### src/hw/rtl/pscr_pkg.sv
// shared types and constants for the packed saturating counter ring
package pscr_pkg;

   localparam int unsigned REGION_BYTES_DEFAULT       = 1024;
   localparam int unsigned LENGTH_GRAIN_SHIFT_DEFAULT = 3;
   localparam int unsigned QUEUE_DEPTH                = 2;

   localparam int unsigned BYTES_W = 17;
   localparam int unsigned DAY_W   = 16;

   localparam logic [1:0] OP_FORMAT = 2'd0;
   localparam logic [1:0] OP_RECORD = 2'd1;
   localparam logic [1:0] OP_QUERY  = 2'd2;

   typedef struct packed {
      logic [1:0]         opcode;
      logic [15:0]        card_index;
      logic signed [7:0]  increment;
      logic               too_large;
      logic [1:0]         width_log;
      logic [BYTES_W-1:0] bytes;
      logic [DAY_W-1:0]   day;
   } cmd_type;

endpackage

### src/hw/rtl/pscr_front.sv
// front end: takes commands, sizes format windows, converts time to days
module pscr_front #(
   parameter int unsigned REGION_BYTES       = pscr_pkg::REGION_BYTES_DEFAULT,
   parameter int unsigned LENGTH_GRAIN_SHIFT = pscr_pkg::LENGTH_GRAIN_SHIFT_DEFAULT
) (
   input  logic                  clock,
   input  logic                  reset,
   input  logic                  start,
   output logic                  busy,
   input  logic [1:0]            req_opcode,
   input  logic [15:0]           req_card_index,
   input  logic signed [7:0]     req_increment,
   input  logic [15:0]           req_card_count,
   input  logic [7:0]            req_requested_width,
   input  logic [31:0]           req_timestamp,
   input  logic                  done,
   output logic                  push_valid,
   input  logic                  push_ready,
   output pscr_pkg::cmd_type     push_data
);

   localparam logic [25:0] DAY_RECIP = 26'd50903317;

   logic              busy_ff, busy_in;
   logic              stage_valid_ff, stage_valid_in;
   logic [1:0]        opcode_ff;
   logic [15:0]       card_index_ff;
   logic signed [7:0] increment_ff;
   logic [15:0]       card_count_ff;
   logic [7:0]        req_width_ff;
   logic [31:0]       timestamp_ff;

   logic              accept;
   logic [1:0]        width_log;
   logic [18:0]       bit_total;
   logic [19:0]       byte_sum;
   logic [17:0]       bytes_raw;
   logic [17:0]       bytes_up;
   logic [17:0]       bytes_rnd;
   logic [50:0]       day_product;

   assign accept = start && !busy_ff;
   assign busy   = busy_ff;

   always_comb begin
      if (req_width_ff <= 8'd1) begin
         width_log = 2'd0;
      end else if (req_width_ff == 8'd2) begin
         width_log = 2'd1;
      end else if (req_width_ff <= 8'd4) begin
         width_log = 2'd2;
      end else begin
         width_log = 2'd3;
      end
   end

   assign bit_total   = {3'b000, card_count_ff} << width_log;
   assign byte_sum    = {1'b0, bit_total} + 20'd7;
   assign bytes_raw   = byte_sum[19:3] == 17'd0 ? 18'd0 : {1'b0, byte_sum[19:3]};
   assign bytes_up    = bytes_raw + 18'((1 << LENGTH_GRAIN_SHIFT) - 1);
   assign bytes_rnd   = (bytes_up >> LENGTH_GRAIN_SHIFT) << LENGTH_GRAIN_SHIFT;
   assign day_product = 51'(timestamp_ff[31:7]) * 51'(DAY_RECIP);

   always_comb begin
      push_data.opcode     = opcode_ff;
      push_data.card_index = card_index_ff;
      push_data.increment  = increment_ff;
      push_data.too_large  = bytes_rnd > 18'(REGION_BYTES);
      push_data.width_log  = width_log;
      push_data.bytes      = bytes_rnd[pscr_pkg::BYTES_W-1:0];
      push_data.day        = day_product[50:35];
   end

   assign push_valid = stage_valid_ff;

   always_comb begin
      busy_in = busy_ff;
      if (accept) begin
         busy_in = 1'b1;
      end else if (done) begin
         busy_in = 1'b0;
      end
      stage_valid_in = stage_valid_ff;
      if (accept) begin
         stage_valid_in = 1'b1;
      end else if (push_ready) begin
         stage_valid_in = 1'b0;
      end
   end

   always_ff @(posedge clock) begin
      if (reset) begin
         busy_ff        <= 1'b0;
         stage_valid_ff <= 1'b0;
      end else begin
         busy_ff        <= busy_in;
         stage_valid_ff <= stage_valid_in;
      end
   end

   always_ff @(posedge clock) begin
      if (accept) begin
         opcode_ff     <= req_opcode;
         card_index_ff <= req_card_index;
         increment_ff  <= req_increment;
         card_count_ff <= req_card_count;
         req_width_ff  <= req_requested_width;
         timestamp_ff  <= req_timestamp;
      end
   end

endmodule

### config.mk
export PLATFORM = sky130hd
export DESIGN_NAME = pscr_front
export DESIGN_NICKNAME = d
export VERILOG_FILES = /design/src/hw/rtl/pscr_pkg.sv /design/src/hw/rtl/pscr_front.sv
export SDC_FILE = /design/constraint.sdc
export NUM_CORES = 1
export LEC_CHECK = 0
export ABC_AREA = 0
export BUFFER_PORTS_ARGS = -buffer_cell sky130_fd_sc_hd__buf_4
export CAP_MARGIN = 15
export CORE_MARGIN = 2
export CORE_UTILIZATION = 35
export CTS_BUF_LIST = sky130_fd_sc_hd__clkbuf_4 sky130_fd_sc_hd__clkbuf_8
export CTS_CLUSTER_SIZE = 12
export DETAILED_ROUTE_END_ITERATION = 8
export SLEW_MARGIN = 20
export SYNTH_ARGS = -nofsm -noshare
export SYNTH_HDL_FRONTEND = slang
export SYNTH_SLANG_ARGS = --single-unit
### constraint.sdc
create_clock -name clock -period 7.3 [get_ports clock]
set_clock_uncertainty 0.15 [all_clocks]
set_input_delay 0.73 -clock clock [delete_from_list [all_inputs] [get_ports clock]]
set_output_delay 0.73 -clock clock [all_outputs]
set_load 0.01 [all_outputs]
After elaboration in Yosys (flattened, before gate mapping). Cells that the tools add are included.

Bits in registers: 84. Bits of input ports: 87. Output and inout bits: 64. Logic and storage cells: 29.

Add/subtract/negate cells: 2. $mul: 1. Magnitude comparators: 3. Eq/ne operators: 1. Shift operators: 1. Mux-type cells: 8. Reductions and logical operators: 5.

Operator list (count): multiplier 25 x 26 -> 51 bit, second input constant (1); adder 19 x 3 -> 20 bit, second input constant (1); << shifter 16 x 2 -> 19 bit (1); adder 17 x 3 -> 18 bit, second input constant (1); > comparator 18 x 11 -> 1 bit, second input constant (1); zero test 17 bit (1); 2-to-1 mux 17 bit (1); equality test 8 x 2 -> 1 bit, second input constant (1); <= comparator 8 x 1 -> 1 bit, second input constant (1); <= comparator 8 x 3 -> 1 bit, second input constant (1); 2-to-1 mux 1 bit (5); 2-to-1 mux 2 bit (2); nonzero test 2 bit (2); logical AND 1 bit (1); zero test 1 bit (1).

Logic depth before layout (Yosys ltp).
Depth in word-level cells: 10. Gate-level depth with buffers: 25. Depth with buffers taken out: 24.

Worst setup path before layout. Ideal clock, no wire load.

Path kind: reg2out. Start point: reg timestamp_ff[12]. End point: out push_data[10] (netlist name). Arrival: 6460 ps. Required time: 6420 ps. Path slack: -40 ps. Cell stages (with the launch flop): 24. Buffers on the path: 1. Path through: edfxtp_1 > fa_1 > inv_1 > fa_1 > inv_1 > ha_1 > inv_1 > fa_1 > fa_1 > inv_1 > fa_1 > fa_1 > ha_1 > a21o_1 > a21o_1 > a21o_1 > a21o_1 > a2111oi_0 > a211oi_1 > o31a_1 > a21o_1 > a21oi_1 > xnor2_1 > buf_4.

Cells in the longest elaborated chain, start to end: 1.

Ends and longest elaborated chain: start: declaration (line pscr_front.sv:31) `logic [31:0] timestamp_ff;`; start signal: assignment (line pscr_front.sv:108) `timestamp_ff <= req_timestamp;`; multiplier 25 x 26 -> 51 bit (line pscr_front.sv:62) `assign day_product = 51'(timestamp_ff[31:7]) * 51'(DAY_RECIP);`; end: declaration (line pscr_front.sv:19) `output pscr_pkg::cmd_type push_data`.

Every way passes these cells.

==> impl_summary.log <==
[metrics] total track usage: 0.168
[metrics] switching part of the total power: 0.469
[metrics] RSZ-0062 raised after global routing: true
[metrics] count of synthesis-stage warnings from yosys: 0
[metrics] most common cell after layout, fill and taps aside: inv_1
[metrics] total number of clock tree sinks: 77
[metrics] crit share post-route: 1.06
[metrics] filler-free cell count of the finished design: around 1900
[metrics] biggest fanout along the worst timing path: 4
[metrics] Max VDD drop: between 0.0003 and 0.0004 V
[metrics] share of flip-flops with an asynchronous set or reset after synthesis: 0
[metrics] status: finished, violations left
[metrics] final net count: about 1900
[metrics] startpoint of the worst register-to-register path: busy
[metrics] Clk pin slew, worst setup/hold paths: 0.09 ns
[metrics] slowest cell on the critical path: fa_1
[metrics] dominant register cell in the synthesized netlist: edfxtp_1
[metrics] WS Path Type: reg -> out
[metrics] hold path cells: 2
[metrics] Placed Instances: 1828
[metrics] count of final setup violators: 11
[metrics] most used cell, CP: fa_1
[metrics] power spent charging and discharging nets: between 3000 and 4000 µW
[metrics] clock tree from TritonCTS: yes
[metrics] top library cells by usage in the layout, fill and taps aside: inv_1, ha_1, buf_4
[metrics] number of antenna cells inserted: 0
[metrics] final WL: ~31000 µm
[metrics] category of the worst setup path launch point: register
[metrics] number of distinct library cell variants in the gate-level netlist after synthesis: 70
[metrics] Critical Path RT: around 6.4 ns
[metrics] via count of the first global-routing pass: 9447
[metrics] Power, Total: between 8000 and 9000 µW
[metrics] total non-filler cell area in the finished layout: 15700 µm²
[metrics] setup_tns: -2.70 ns
[metrics] average instance area after synthesis: 11.0 µm²
[metrics] final core occ: 0.440
[metrics] cells traversed along the worst timing path: fa_1 > inv_1 > fa_1 > inv_2 > ha_4 > inv_2 > fa_1 > fa_1 > inv_2 > fa_1 > fa_1 > ha_4 > a21o_1 > a21o_1 > a21o_1 > a21o_1 > a2111oi_4 > a211oi_4 > buf_4 > o31a_1 > a21o_1 > a21oi_2 > xnor2_1 > buf_4
[metrics] clock network latency to the later pin of the worst-skew pair: between 0.3 and 0.4 ns
[metrics] setup slack of the worst register-to-register path: approximately 5.5 ns
[metrics] Synth Register Bits: between 70 and 80
[metrics] depth of the most critical reg-to-reg path: 2
[metrics] Die Span Y: approximately 190 µm
[metrics] share of total power in the clock network: 0.044
[metrics] number of DRC violations after detailed routing: 0
[metrics] cells after synthesis: ~1200
[metrics] global-route wire length before repair: 49700 µm
[metrics] largest incremental delay on the critical path: 0.57 ns
[metrics] via/cell ratio: 4.76
[metrics] WL/cell: between 15 and 20 µm
[metrics] endpoint of the worst-slack reg-to-reg timing path: timestamp_ff[11]
[metrics] total cell area at the placement stage: approximately 15000 µm²
[metrics] sequential cell area fraction in the yosys report: 0.180
[metrics] TritonCTS Buffers: 9
[metrics] standard-cell rows: 69
[metrics] relative area change from synthesis to final layout: 23.4%
[metrics] count of nets left with antenna violations after detail routing: 0
[metrics] Crit path max-delay family: adder cells
[metrics] antenna violations before repair: 0
[metrics] startpoint of the lowest-slack hold path: push_valid
[metrics] first-pass iteration count of the detailed router: 5
[metrics] Worst Hold End: push_valid
[metrics] Int Power: between 4000 and 5000 µW
[metrics] kind of capture point of the worst setup path: output pin
[metrics] sequential cell fraction of total power: 0.067
[metrics] routed vias: slightly below 9000
[metrics] Worst Max-Slew Pin Slew: around 1 ns
[metrics] starting utilization of the core area: 0.357
[metrics] fin. max-slew vios: 0
[metrics] Hold Violations, Final: 0
[metrics] core region area: roughly 36000 µm²
[metrics] post-synthesis instance area: roughly 13000 µm²
[metrics] Worst Setup Slack, final: -0.438 ns
[metrics] x dimension of the die: a little under 200 µm
[metrics] fmax: 0.129 GHz
[metrics] IO Count: around 150
[metrics] number of synthesized flops with an enable pin: 75
[metrics] largest net degree at the start of global routing: a little under 80
[metrics] total power divided by cell area: between 500 and 600 nW/µm²
[metrics] worst slew margin relative to its limit: 0.350
[metrics] failing checks: negative setup slack
[metrics] Final min period: about 7.7 ns
[metrics] total die area: between 30000 and 40000 µm²
[metrics] data arrival at the endpoint of the critical path: 6.86 ns
[metrics] worst hold-check path type: reg -> reg
[metrics] routability congestion estimate from global placement: 0.861
[metrics] static leakage power: around 0.0080 µW
[metrics] share of layout cells above drive strength 1: 0.256
[metrics] H-tree depth: 3
[metrics] maximum clock insertion buffer count: 2
[metrics] half-perimeter wire length after placement: ~27000 µm
[metrics] count of buffers from port buffering: 140
[metrics] number of maximum-capacitance violations: 0
[metrics] iteration-0 DRC count of the detailed router: around 380
[metrics] buffering stage count on the worst path with inverters included: 6
[metrics] clock root cell: clkbuf_8
[metrics] Combinational Power Share: 0.889
[metrics] fill cell total of the finished layout: ~3400
[metrics] global-route congestion overflow total: 0
[metrics] Critical Path Stages: 24
-- power by group through the flow --
stage | clock [µW] | combinational (µW) | sequential (µW)
2_1_floorplan | 0 | 4070 | 565
3_3_place_gp | 0 | 5990 | 554
3_5_place_dp | 0 | 6090 | 554
4_1_cts | 365 | 6930 | 543
5_1_grt | 380 | 8020 | 547
6_report | 351 | 7170 | 543
-- worst reg2reg max path, cell delays in order (launching register included) --
cell and delay [ns]:
dfxtp_1 0.39, nor2b_4 0.12, buf_4 0.73
-- kinds of logic after synthesis --
kind of cell,count (synthesis),synth area share
fa+ha+maj,464,0.561
buf+inv,316,0.101
simple gates,132,0.0566
compound gates,126,0.0678
flops,77,0.180
xor+xnor,28,0.0192
mux,17,0.0149
other cells,1,0.000294
-- timing repair --
item	4_1_cts	5_1_grt
pin swaps	74	21
hold buffers	0	0
gates resized for setup	68	23
buffers inserted	19	3
setup endpoints to repair	15	16
-- registers in the layout, summed over array words and instances (netlist names) --
signal / flops
push_valid: 1
increment_ff: 8
busy: 1
req_width_ff: 8
timestamp_ff: 25
opcode_ff: 2
card_index_ff: 16
card_count_ff: 16
-- through the flow --
stage | setup WS (ns) | hold slack (ns)
2_1_floorplan | 0.00986 | 0.372
3_3_place_gp | -0.336 | 0.333
3_5_place_dp | -0.434 | 0.340
4_1_cts | -0.451 | 0.340
5_1_grt | -0.693 | 0.348
6_report | -0.438 | 0.358
-- synthesized netlist by cell type, drive strengths merged, types with 14 or more instances --
cell type  instances  share of area
fa               180           0.28
a21oi             34          0.014
ha               284           0.28
mux2i             14          0.012
a21o              19          0.011
o21ai             16         0.0063
nand2             26         0.0076
xnor2             15          0.010
nand3             14         0.0059
buf               27          0.015
edfxtp            75           0.18
inv              283          0.083
nor2              28         0.0082
-- worst max path at each step --
| stage | start | end | slack (ns) |
|---|---|---|---|
| after floorplan | timestamp_ff[12] | push_data[10] | 0.01 |
| after global placement | timestamp_ff[12] | push_data[10] | -0.34 |
| after detailed placement | timestamp_ff[26] | push_data[10] | -0.43 |
| after CTS | timestamp_ff[12] | push_data[10] | -0.45 |
| after global routing | timestamp_ff[12] | push_data[10] | -0.69 |
| final | timestamp_ff[12] | push_data[10] | -0.44 |
-- final cells by class --
| class | instances | area, µm² | share of cell area |
|---|---|---|---|
| inverter | 283 | 1060 | 0.0676 |
| timing repair buffer | 257 | 1980 | 0.126 |
| sequential | 77 | 2290 | 0.146 |
| tap | 461 | 577 | 0.0366 |
| clock buffer | 9 | 124 | 0.00787 |
| clock inverter | 7 | 86.3 | 0.00548 |
| multi-input combinational | 770 | 9620 | 0.611 |
-- per-layer routing --
| layer | vias to the layer above | track usage | part of all wire | wire length (µm) |
|---|---|---|---|---|
| met4 | 0 | 0.0382 | 0.018 | 562 |
| met5 | - | 0 | 0 | 0 |
| met3 | 25 | 0.0222 | 0.042 | 1300 |
| li1 | 4285 | - | - | - |
| met1 | 4343 | 0.211 | 0.43 | 13500 |
| met2 | 213 | 0.304 | 0.51 | 15700 |
Note: power is estimated with default switching activity, not from simulation.
