### src/hw/rtl/pscr_pkg.sv
// shared types and constants for the packed saturating counter ring
package pscr_pkg;

   localparam int unsigned REGION_BYTES_DEFAULT       = 1024;
   localparam int unsigned LENGTH_GRAIN_SHIFT_DEFAULT = 3;
   localparam int unsigned QUEUE_DEPTH                = 2;

   localparam int unsigned BYTES_W = 17;
   localparam int unsigned DAY_W   = 16;

   localparam logic [1:0] OP_FORMAT = 2'd0;
   localparam logic [1:0] OP_RECORD = 2'd1;
   localparam logic [1:0] OP_QUERY  = 2'd2;

   typedef struct packed {
      logic [1:0]         opcode;
      logic [15:0]        card_index;
      logic signed [7:0]  increment;
      logic               too_large;
      logic [1:0]         width_log;
      logic [BYTES_W-1:0] bytes;
      logic [DAY_W-1:0]   day;
   } cmd_type;

endpackage

### src/hw/rtl/pscr_queue.sv
// short command queue between front end and back end
module pscr_queue (
   input  logic              clock,
   input  logic              reset,
   input  logic              push_valid,
   output logic              push_ready,
   input  pscr_pkg::cmd_type push_data,
   output logic              pop_valid,
   input  logic              pop_ready,
   output pscr_pkg::cmd_type pop_data
);

   localparam int unsigned DEPTH = pscr_pkg::QUEUE_DEPTH;
   localparam int unsigned PW    = (DEPTH > 1) ? $clog2(DEPTH) : 1;
   localparam int unsigned CW    = $clog2(DEPTH + 1);

   pscr_pkg::cmd_type entry_ff [DEPTH];
   logic [PW-1:0]     wr_ptr_ff, wr_ptr_in;
   logic [PW-1:0]     rd_ptr_ff, rd_ptr_in;
   logic [CW-1:0]     count_ff, count_in;
   logic              push, pop;

   assign push_ready = count_ff != CW'(DEPTH);
   assign pop_valid  = count_ff != '0;
   assign push       = push_valid && push_ready;
   assign pop        = pop_valid && pop_ready;
   assign pop_data   = entry_ff[rd_ptr_ff];

   always_comb begin
      wr_ptr_in = wr_ptr_ff;
      rd_ptr_in = rd_ptr_ff;
      count_in  = count_ff;
      if (push) begin
         wr_ptr_in = (wr_ptr_ff == PW'(DEPTH - 1)) ? '0 : wr_ptr_ff + 1'b1;
      end
      if (pop) begin
         rd_ptr_in = (rd_ptr_ff == PW'(DEPTH - 1)) ? '0 : rd_ptr_ff + 1'b1;
      end
      if (push && !pop) begin
         count_in = count_ff + 1'b1;
      end else if (pop && !push) begin
         count_in = count_ff - 1'b1;
      end
   end

   always_ff @(posedge clock) begin
      if (reset) begin
         wr_ptr_ff <= '0;
         rd_ptr_ff <= '0;
         count_ff  <= '0;
      end else begin
         wr_ptr_ff <= wr_ptr_in;
         rd_ptr_ff <= rd_ptr_in;
         count_ff  <= count_in;
      end
   end

   always_ff @(posedge clock) begin
      if (push) begin
         entry_ff[wr_ptr_ff] <= push_data;
      end
   end

endmodule

### config.mk
export PLATFORM = sky130hd
export DESIGN_NAME = pscr_queue
export DESIGN_NICKNAME = d
export VERILOG_FILES = /design/src/hw/rtl/pscr_pkg.sv /design/src/hw/rtl/pscr_queue.sv
export SDC_FILE = /design/constraint.sdc
export NUM_CORES = 1
export LEC_CHECK = 0
export BUFFER_PORTS_ARGS = -buffer_cell sky130_fd_sc_hd__buf_2
export CORE_AREA = 5 5 109 111
export CTS_CLUSTER_DIAMETER = 120
export CTS_CLUSTER_SIZE = 40
export DETAILED_ROUTE_END_ITERATION = 12
export DIE_AREA = 0 0 114 116
export PLACE_DENSITY_LB_ADDON = 0.1
export SYNTH_ARGS = -nofsm -noshare
export SYNTH_HDL_FRONTEND = slang
export SYNTH_SLANG_ARGS = --single-unit
### constraint.sdc
create_clock -name clock -period 2.7 [get_ports clock]
set_clock_uncertainty 0.1 [all_clocks]
set_input_delay 0.135 -clock clock [delete_from_list [all_inputs] [get_ports clock]]
set_output_delay 0.135 -clock clock [all_outputs]
set_load 0.02 [all_outputs]
# == Word level (Yosys, flattened, before mapping) ==
# Memory sizes are Yosys's and may differ from the RTL's. A register that Yosys moved wholly into a read port is not among the register bits.
# Index checks and enable logic that the tools add are counted.
# word_totals
memories,1
word_cells,25
reg_bits,4
output_inout_bits,64
mem_bits_rw,124
# classes
n_eq_ne,1
n_mux,8
n_reduce_logical,8
add_sub_neg,4
# mem_list
memory,words,width,read_ports,rd_ports_with_merged_regs,wr,line_no,rtl
entry_ff,2,62,1,1,1,pscr_queue.sv:17,pscr_pkg::cmd_type entry_ff [DEPTH];
# op_table
op,count
$mux 1,6
$logic_and 1x1->1,4
$mux 2,2
$reduce_bool 2->1,2
$add 1x1->1 const B,2
$add 2x1->2 const B,1
$logic_not 1->1,2
$ne 2x2->1 const B,1
$sub 2x1->2 const B,1

# == Depth between registers and ports, before layout ==
# Gate-level depths: netlist of the first run.
# logic_depth
word_depth,6
ltp_mapped,6
depth_no_buf,6

# == Worst setup path after synthesis of the first run ==
# No wires, ideal clock.
# synth_path
path_type,flip-flop to flip-flop
start,register count_ff[0]
end,memory entry_ff[1][0] (netlist bit) (enable)
n_path_buf,0
synth_period_minus_slack_ns,2.763
stages_incl_launch_ff,3
t_arrival_ns,2.236
required_time_ns,2.173
slack_ns,-0.063
setup_ns,0.427
path_cell_list,dfxtp_1 -> nand2b_1 -> and3_1
# synth_via
elab_chain_cells,4
# synth_lines
item,line_no,rtl
start: declaration,pscr_queue.sv:20,"logic [CW-1:0] count_ff, count_in;"
start signal: assignment,pscr_queue.sv:54,count_ff <= count_in;
$ne 2x2->1,pscr_queue.sv:23,assign push_ready = count_ff != CW'(DEPTH);
via push_ready,pscr_queue.sv:6,"output logic push_ready,"
$logic_and 1x1->1,pscr_queue.sv:25,assign push = push_valid && push_ready;
$mux 1,pscr_queue.sv:59,if (push) begin
$mux 1 (not written as such),pscr_queue.sv:60,entry_ff[wr_ptr_ff] <= push_data;
end: declaration,pscr_queue.sv:17,
# The timed path passes the listed nets, and every way through them passes these cells.

==> flow_metrics.tcl, run 1 <==
set metrics [dict create \
    status "finished, final reports clean" \
    critPathLaunchType "flop" \
    ctsHtreeMaxLevel 4 \
    grt_pass1_wl_um 15000 \
    final_nets 497 \
    final_cells 583 \
    vias 2716 \
    clkLatencyLatePin_ns 0.50 \
    fin_crit_sh_pct 75.5 \
    critPathKind "flop to output port" \
    pwr-share-clk_pct 35.8 \
    io_buffers 129 \
    synth_cell_types 18 \
    fp.dieArea_um2 13200 \
    yosysWarnings 0 \
    post_drt_via_cell_ratio 4.66 \
    syn2layout_area_growth_pct 44.9 \
    ctsResizeCount 0 \
    cts_buffers 17 \
    placed_cells 485 \
    grt_start_max_net_pins 35 \
    end_kind "output port" \
    start_util_pct 43.9 \
    antenna_found_initial 0 \
    period_needed_ns 2.04 \
    drcViolationCount 0 \
    p_sw_share_pct 27.4 \
    drive_above_1_share_pct 51.9 \
    rows 38 \
    switchingPower_mw 1.80 \
    fin_tns_setup_ns 0 \
    cap_violations 0 \
    worst_pin_slew_ns 0.463 \
    ys_seq_area_share_pct 81.5 \
    diodes 0 \
    ioPinCount 130 \
    synth.top_cell.area_share_pct 79.4 \
    cp_top_family "buffers and inverters" \
    intPower_mw 4.77 \
    post_drt_wl_per_cell_um 16.7 \
    cts_tree "built" \
    syn_inst 217 \
    critical_path_arrival_ns 1.80 \
    synth.net_count 284 \
    routed_wl_um 9730 \
    dieHeight_um 116 \
    root_buffer "clkbuf_8" \
    gp_congestion 0.712 \
    clkSinkCount 129 \
    ir_drop_mv 0.501 \
    clkSlewWorstSetupHoldPaths_ns 0.06 \
    path_buf_inv 2 \
    fp.coreArea_um2 10700 \
    grt_pass1_vias 2967 \
    hpwl_um 5810 \
    hold_violations 0 \
    slowest_stage "buf_4" \
    synthTopCellsByArea "edfxtp_1, mux2_2, dfxtp_1" \
    synth_seq_cells 129 \
    grt_usage_pct 15.3 \
    cts_buffer_depth 2 \
    sequentialPowerShare_pct 39.1 \
    slowest_delay_ns 0.40 \
    max_clock_freq_ghz 0.490 \
    ant_nets 0 \
    combPwrFrac_pct 25.2 \
    rsz0062_at_grt "false" \
    finalHoldWorstSlack_ns 0.252 \
    overflow 0 \
    cellPowerDensity_nw_per_um2 966 \
    synth_largest_area_cell "edfxtp_1" \
    synth_area_um2 4690 \
    setup_viol 0 \
    cp_data_required_time_ns 2.47 \
    p_leak_nw 2.60 \
    crit_chain "buf_4 > mux2_2 > buf_2" \
    slew_headroom_pct 69.2 \
    first_pass_iters 4 \
    crit_fanout 34 \
    hold_class "input port to flop" \
    syn_avg_cell_area_um2 21.6 \
    drt_iter0_drc 182 \
    finalMaxSlewViolations 0 \
    die_w_um 114 \
]
cells in the mapped netlist, drive strengths merged:
cell / count
or3: 1
and3: 1
inv: 1
a21oi: 2
buf: 7
nand3b: 1
nor2: 3
xor2: 3
nand2b: 1
o21ai: 2
ha: 1
a21bo: 1
dfxtp: 5
or2: 1
and2: 1
edfxtp: 124
mux2: 62
state kept, by name (all words and copies together), names as in the netlist, named ones only:
signal and cells:
rd_ptr_ff 1, entry_ff 124, wr_ptr_ff 1, count_ff 2
path summary, 6_finish.rpt:
kind	startpoint	end	slack [ns]	depth (start not counted)
worst max register to register	count_ff[0]	entry_ff[0][5]	0.80	4
worst min register to register	rd_ptr_ff	rd_ptr_ff	0.41	2
worst min-delay path	push_data[13]	entry_ff[1][13]	0.25	2
worst max-delay path	flop	pop_data[21]	0.66	3
kinds of logic (layout without fill, tap and decap cells):
group                      after synthesis  in the layout  share of synthesized area (%)
AOI/OAI and AO/OA                        5              5                          0.640
xor gates and xnor gates                 3              3                          0.560
adders and majority gates                1              1                          0.267
buffers and inverters                    8            234                           1.09
DFF                                    129            129                           81.5
muxes                                   62             62                           14.9
and+or+nand+nor                          9              9                           1.07
stage by stage:
step	area [µm²]	total power [mW]	utilization, %	setup WS [ns]
2_1_floorplan	4690	3.69	-	0.158
3_3_place_gp	5530	4.18	51.6	0.806
3_5_place_dp	5530	4.20	51.6	0.736
4_1_cts	6800	6.66	63.6	0.610
5_1_grt	6800	6.87	63.6	0.556
6_report	6800	6.57	63.6	0.660
power groups by stage:
| stage | sequential (mW) | clock [mW] | combinational [mW] |
|---|---|---|---|
| 6_report | 2.57 | 2.35 | 1.65 |
| 5_1_grt | 2.59 | 2.50 | 1.78 |
| 4_1_cts | 2.57 | 2.41 | 1.68 |
| 3_5_place_dp | 2.61 | 0 | 1.59 |
| 3_3_place_gp | 2.60 | 0 | 1.59 |
| 2_1_floorplan | 2.60 | 0 | 1.09 |
worst reg2reg max path: stages, from the launching register on:
cell and delay (ns):
dfxtp_1 0.39, nand2b_1 0.20, nand3b_1 0.13, inv_2 0.35, buf_4 0.39
what timing repair did:
| action | CTS | global route |
|---|---|---|
| endpoints found under the hold margin | 129 | 0 |
| buffers inserted | 0 | 0 |
| hold buffers | 66 | 0 |
layer usage:
metal,GRT usage [%],share of wire [%],vias to the layer above
li1,-,-,1286
met1,17.6,40,1322
met2,25.4,51,94
met3,6.06,7.5,14
met4,6.65,1.5,0
met5,0,0,-
final cells by class:
| type | count | area [µm²] |
|---|---|---|
| Multi-Input combinational cell | 80 | 818 |
| Timing Repair Buffer | 201 | 1360 |
| Clock buffer | 20 | 425 |
| Inverter | 1 | 3.75 |
| Fill cell | 776 | 3900 |
| Sequential cell | 129 | 3820 |
| Clock inverter | 12 | 189 |
| Tap cell | 140 | 175 |
layout by cell type, fill, tap and decap left out, types with 2 or more instances in the layout:
master	instances
buf_2	129
edfxtp_1	124
dlygate4sd3_1	66
mux2_2	62
clkbuf_16	16
bufinv_16	5
buf_4	5
clkinv_2	4
dfxtp_1	4
xor2_1	3
nor2_1	3
clkbuf_1	3
o21ai_0	2
a21oi_1	2
clkinvlp_4	2
Note: power is estimated with default switching activity, not from simulation.
==> run 2, diff against run 1 <==
- clock period: 2.7 -> 1.9 ns (I/O delays scaled with it)
==> flow_metrics.tcl, run 2 (synthesis results as in run 1) <==
set metrics [dict create \
    cts_buffer_depth 2 \
    critical_path_arrival_ns 1.63 \
    slowest_delay_ns 0.40 \
    period_needed_ns 1.83 \
    top_regs "entry_ff (124), count_ff (2)" \
    cts_tree "built" \
    cellPowerDensity_nw_per_um2 1320 \
    post_drt_wl_per_cell_um 16.1 \
    rsz0062_at_grt "true" \
    critPathLaunchType "flop" \
    ir_drop_mv 0.692 \
    drive_above_1_share_pct 51.7 \
    placed_cells 485 \
    layout_common_cells "buf_2, edfxtp_1, dlygate4sd3_1" \
    io_buffers 129 \
    r2r_start "count_ff[1]" \
    fin_crit_sh_pct 96.2 \
    hold_violations 0 \
    largest_reg_flops 124 \
    cap_violations 0 \
    grt_usage_pct 14.8 \
    final_cells 581 \
    clkSlewWorstSetupHoldPaths_ns 0.06 \
    finalMaxSlewViolations 0 \
    layout_commonest_cell "buf_2" \
    cts_buffers 17 \
    die_w_um 114 \
    drt_iter0_drc 127 \
    syn2layout_area_growth_pct 45.1 \
    gp_congestion 0.690 \
    diodes 0 \
    final_nets 497 \
    path_buf_inv 2 \
    start_util_pct 43.9 \
    fp.coreArea_um2 10700 \
    status "finished, final reports clean" \
    overflow 0 \
    slowest_stage "dfxtp_4" \
    hold_end "entry_ff[1][13]" \
    setup_viol 0 \
    r2r_setup_slack_ns 0.16 \
    root_buffer "clkbuf_8" \
    worst_pin_slew_ns 0.416 \
    post_drt_via_cell_ratio 4.66 \
    crit_fanout 20 \
    vias 2706 \
    antenna_found_initial 0 \
    hpwl_um 5690 \
    largest-register "entry_ff" \
    p_leak_nw 2.59 \
    clkLatencyLatePin_ns 0.50 \
    fp.dieArea_um2 13200 \
    clkSinkCount 129 \
    ioPinCount 130 \
    hold_start "push_data[13]" \
    hold_class "input port to flop" \
    first_pass_iters 4 \
    cp_top_family "flip-flops" \
    cp_data_required_time_ns 1.70 \
    rows 38 \
    drcViolationCount 0 \
    routed_wl_um 9350 \
    whs_path_depth 2 \
    ctsHtreeMaxLevel 4 \
    end_kind "output port" \
    r2r_cells 4 \
    slew_headroom_pct 72.0 \
    final_core_util_pct 63.6 \
    critPathKind "flop to output port" \
    rr_endpoint "count_ff[1]" \
    ant_nets 0 \
    max_clock_freq_ghz 0.547 \
    grt_pass1_wl_um 14400 \
    dieHeight_um 116 \
    crit_chain "clkbuf_16 > mux2_2 > buf_2" \
    grt_pass1_vias 2976 \
    grt_start_max_net_pins 41 \
]
==> run 2: cell types whose count changed in the layout (fill, tap and decap cells not counted), moves of 2 or more <==
cell	before	now
clkinv_1	1	4
buf_12	1	6
buf_2	129	127
bufinv_16	5	2
buf_4	5	2
==> run 2: timing repair <==
item | 4_1_cts | 5_1_grt
setup endpoints to repair | 22 | 62
gates resized for setup | 1 | 6
hold endpoints to repair | 129 | 0
hold buffers | 65 | 0
cloned | 0 | 1
buffers inserted | 0 | 0
==> run 2: report_power, final <==
group | internal, mW | switching (mW)
Combinational | 1.09 | 1.37
Clock | 1.82 | 1.04
Sequential | 3.56 | 0.112
==> run 2: worst max path at each step <==
| stage | start | to | slack, ns | cells past startpoint |
|---|---|---|---|---|
| 2_1_floorplan | count_ff[0] | entry_ff[0][0] | -0.15 | 3 |
| 3_3_place_gp | count_ff[0] | count_ff[1] | 0.31 | 5 |
| 3_5_place_dp | count_ff[1] | count_ff[1] | 0.18 | 4 |
| 4_1_cts | flop | pop_data[6] | -0.0001 | 3 |
| 5_1_grt | flop | pop_data[42] | -0.004 | 3 |
| 6_report | flop | pop_data[54] | 0.07 | 3 |
==> run 2: cell type report <==
type	instances	area (µm²)
Timing Repair Buffer	201	1450
Multi-Input combinational cell	80	830
Tap cell	140	175
Fill cell	805	3890
Inverter	1	7.51
Sequential cell	129	3830
Clock buffer	20	425
Clock inverter	10	95.1
==> run 2: per-stage QoR <==
| stage | power (mW) | instance area (µm²) | hold slack (ns) | worst slack, ns | setup TNS [ns] |
|---|---|---|---|---|---|
| 2_1_floorplan | 5.26 | 4710 | 0.0600 | -0.154 | -9.54 |
| 3_3_place_gp | 6.02 | 5590 | 0.182 | 0.310 | 0 |
| 3_5_place_dp | 6.04 | 5590 | 0.186 | 0.179 | 0 |
| 4_1_cts | 9.03 | 6760 | 0.170 | -0.000112 | -0.000112 |
| 5_1_grt | 9.43 | 6810 | 0.170 | -0.00407 | -0.0355 |
| 6_report | 9.00 | 6810 | 0.205 | 0.0717 | 0 |
==> run 2: per-layer routing <==
| metal | GRT usage (%) | up-vias | routed length [µm] |
|---|---|---|---|
| met5 | 0 | - | 0 |
| met4 | 5.38 | 0 | 112 |
| met3 | 7.21 | 11 | 630 |
| met2 | 25.4 | 87 | 5050 |
| met1 | 15.8 | 1323 | 3560 |
| li1 | - | 1285 | - |
==> run 3, diff against run 2 <==
- CORE_AREA: 5 5 109 111 -> 5 5 103 105
- DIE_AREA: 0 0 114 116 -> 0 0 108 110
==> flow_metrics.tcl, run 3 (synthesis results as in run 1) <==
set metrics [dict create \
    setup_ws_ns 0.0759 \
    io_buffers 129 \
    switchingPower_mw 2.49 \
    gp_congestion 0.702 \
    end_kind "output port" \
    critical_path_arrival_ns 1.63 \
    ctsResizeCount 0 \
    critPathLaunchType "flop" \
    hold_start "push_data[34]" \
    antenna_found_initial 0 \
    setup_viol 0 \
    intPower_mw 6.20 \
    grt_pass1_vias 3013 \
    critPathKind "flop to output port" \
    hold_violations 0 \
    ant_nets 0 \
    start_util_pct 49.1 \
    die_w_um 108 \
    clkSlewWorstSetupHoldPaths_ns 0.06 \
    clkLatencyLatePin_ns 0.49 \
    hpwl_um 5550 \
    cts_buffers 17 \
    cts_tree "built" \
    p_leak_nw 2.55 \
    layout_commonest_cell "buf_2" \
    worst_pin_slew_ns 0.326 \
    root_buffer "clkbuf_8" \
    max_clock_freq_ghz 0.548 \
    rows 36 \
    whs_path_depth 2 \
    cellPowerDensity_nw_per_um2 1290 \
    top_regs "entry_ff (124), count_ff (2)" \
    grt_usage_pct 15.7 \
    final_nets 497 \
    post_drt_via_cell_ratio 4.67 \
    ff_latch_area_um2 3830 \
    ctsHtreeMaxLevel 4 \
    first_pass_iters 6 \
    cp_data_required_time_ns 1.70 \
    combPwrFrac_pct 27.8 \
    r2r_setup_slack_ns 0.20 \
    drt_iter0_drc 99 \
    dp_worst_setup_slack_ns 0.244 \
    multi_input_area_um2 826 \
    r2r_cells 4 \
    hold_class "input port to flop" \
    grt_pass1_wl_um 13900 \
    largest_reg_flops 124 \
    drcViolationCount 0 \
    fp.coreArea_um2 9550 \
    vias 2691 \
    dieHeight_um 110 \
    period_needed_ns 1.82 \
    overflow 0 \
    pwr-share-clk_pct 30.1 \
    fin_tns_setup_ns 0 \
    post_drt_wl_per_cell_um 15.5 \
    finish.instance_area_um2 6740 \
    cap_violations 0 \
    fp.dieArea_um2 11900 \
    sequentialPowerShare_pct 42.2 \
    crit_fanout 32 \
    hold_end "entry_ff[0][34]" \
    layout_common_cells "buf_2, edfxtp_1, dlygate4sd3_1" \
    diodes 0 \
    routed_wl_um 8930 \
    r2r_start "count_ff[1]" \
    status "finished, final reports clean" \
    rsz0062_at_grt "false" \
    slew_headroom_pct 78.1 \
    drive_above_1_share_pct 51.5 \
    syn2layout_area_growth_pct 43.6 \
    grt_start_max_net_pins 34 \
    fin_crit_sh_pct 96.0 \
    dpl_cell_area_um2 5590 \
    largest-register "entry_ff" \
    nFillCells 663 \
    clkSinkCount 129 \
    ir_drop_mv 0.666 \
    p_sw_share_pct 28.7 \
    finalMaxSlewViolations 0 \
    cts_buffer_depth 2 \
    ioPinCount 130 \
]
[run 3: changes by cell type in the layout (fill, tap and decap cells not counted), sizes merged]
| cell | delta |
|---|---|
| clkbuf | +3 |
| dlygate4sd3 | +1 |
| clkinv | -2 |
| bufinv | -2 |
| clkinvlp | +2 |
[run 3: cell type report]
type                    count  area share (%)
flip-flops and latches    129            56.8
repair buffers            201            21.2
multi-input cells          80            12.3
clock buffers              24            6.54
well taps                 133            2.47
clock inverters             8           0.650
inverters                   1           0.111
[run 3: timing repair]
| item | 4_1_cts | 5_1_grt |
|---|---|---|
| setup buffers | 0 | 0 |
| hold buffers | 66 | 0 |
| endpoints found under the hold margin | 129 | 0 |
| setup endpoints to repair | 0 | 0 |
[run 3: metrics by stage]
step	utilization (%)	cells	hold WS (ns)	power, mW
CTS	70.5	576	0.187	8.80
finish	70.5	576	0.214	8.69
global placement	58.6	478	0.183	6.02
detailed placement	58.6	478	0.186	6.04
global route	70.5	576	0.201	9.10
floorplan	-	217	0.0600	5.26
[run 3: worst max path at each step]
stage,from,endpoint,cells past startpoint
after floorplan,count_ff[0],entry_ff[0][0],3
after global placement,count_ff[0],count_ff[1],5
after detailed placement,count_ff[1],count_ff[1],4
after CTS,flop,pop_data[50],3
after global routing,flop,pop_data[20],3
final,flop,pop_data[50],3
[run 3: critical path, cell delays in order (launching register included)]
cell and delay (ns):
dfxtp_2 0.37, buf_12 0.22, mux2_2 0.37, buf_2 0.16
[run 3: layer usage]
metal / wire length [µm] / global-route usage [%]
met5: 0 / 0
met4: 81 / 5.95
met3: 596 / 6.12
met2: 4650 / 27.2
met1: 3600 / 17.5
[run 3: power groups by stage]
| stage | Sequential [mW] | Combinational (mW) | Clock, mW |
|---|---|---|---|
| final | 3.66 | 2.41 | 2.61 |
| after global routing | 3.69 | 2.58 | 2.82 |
| after CTS | 3.67 | 2.45 | 2.68 |
| after detailed placement | 3.72 | 2.32 | 0 |
| after global placement | 3.70 | 2.32 | 0 |
| after floorplan | 3.69 | 1.57 | 0 |
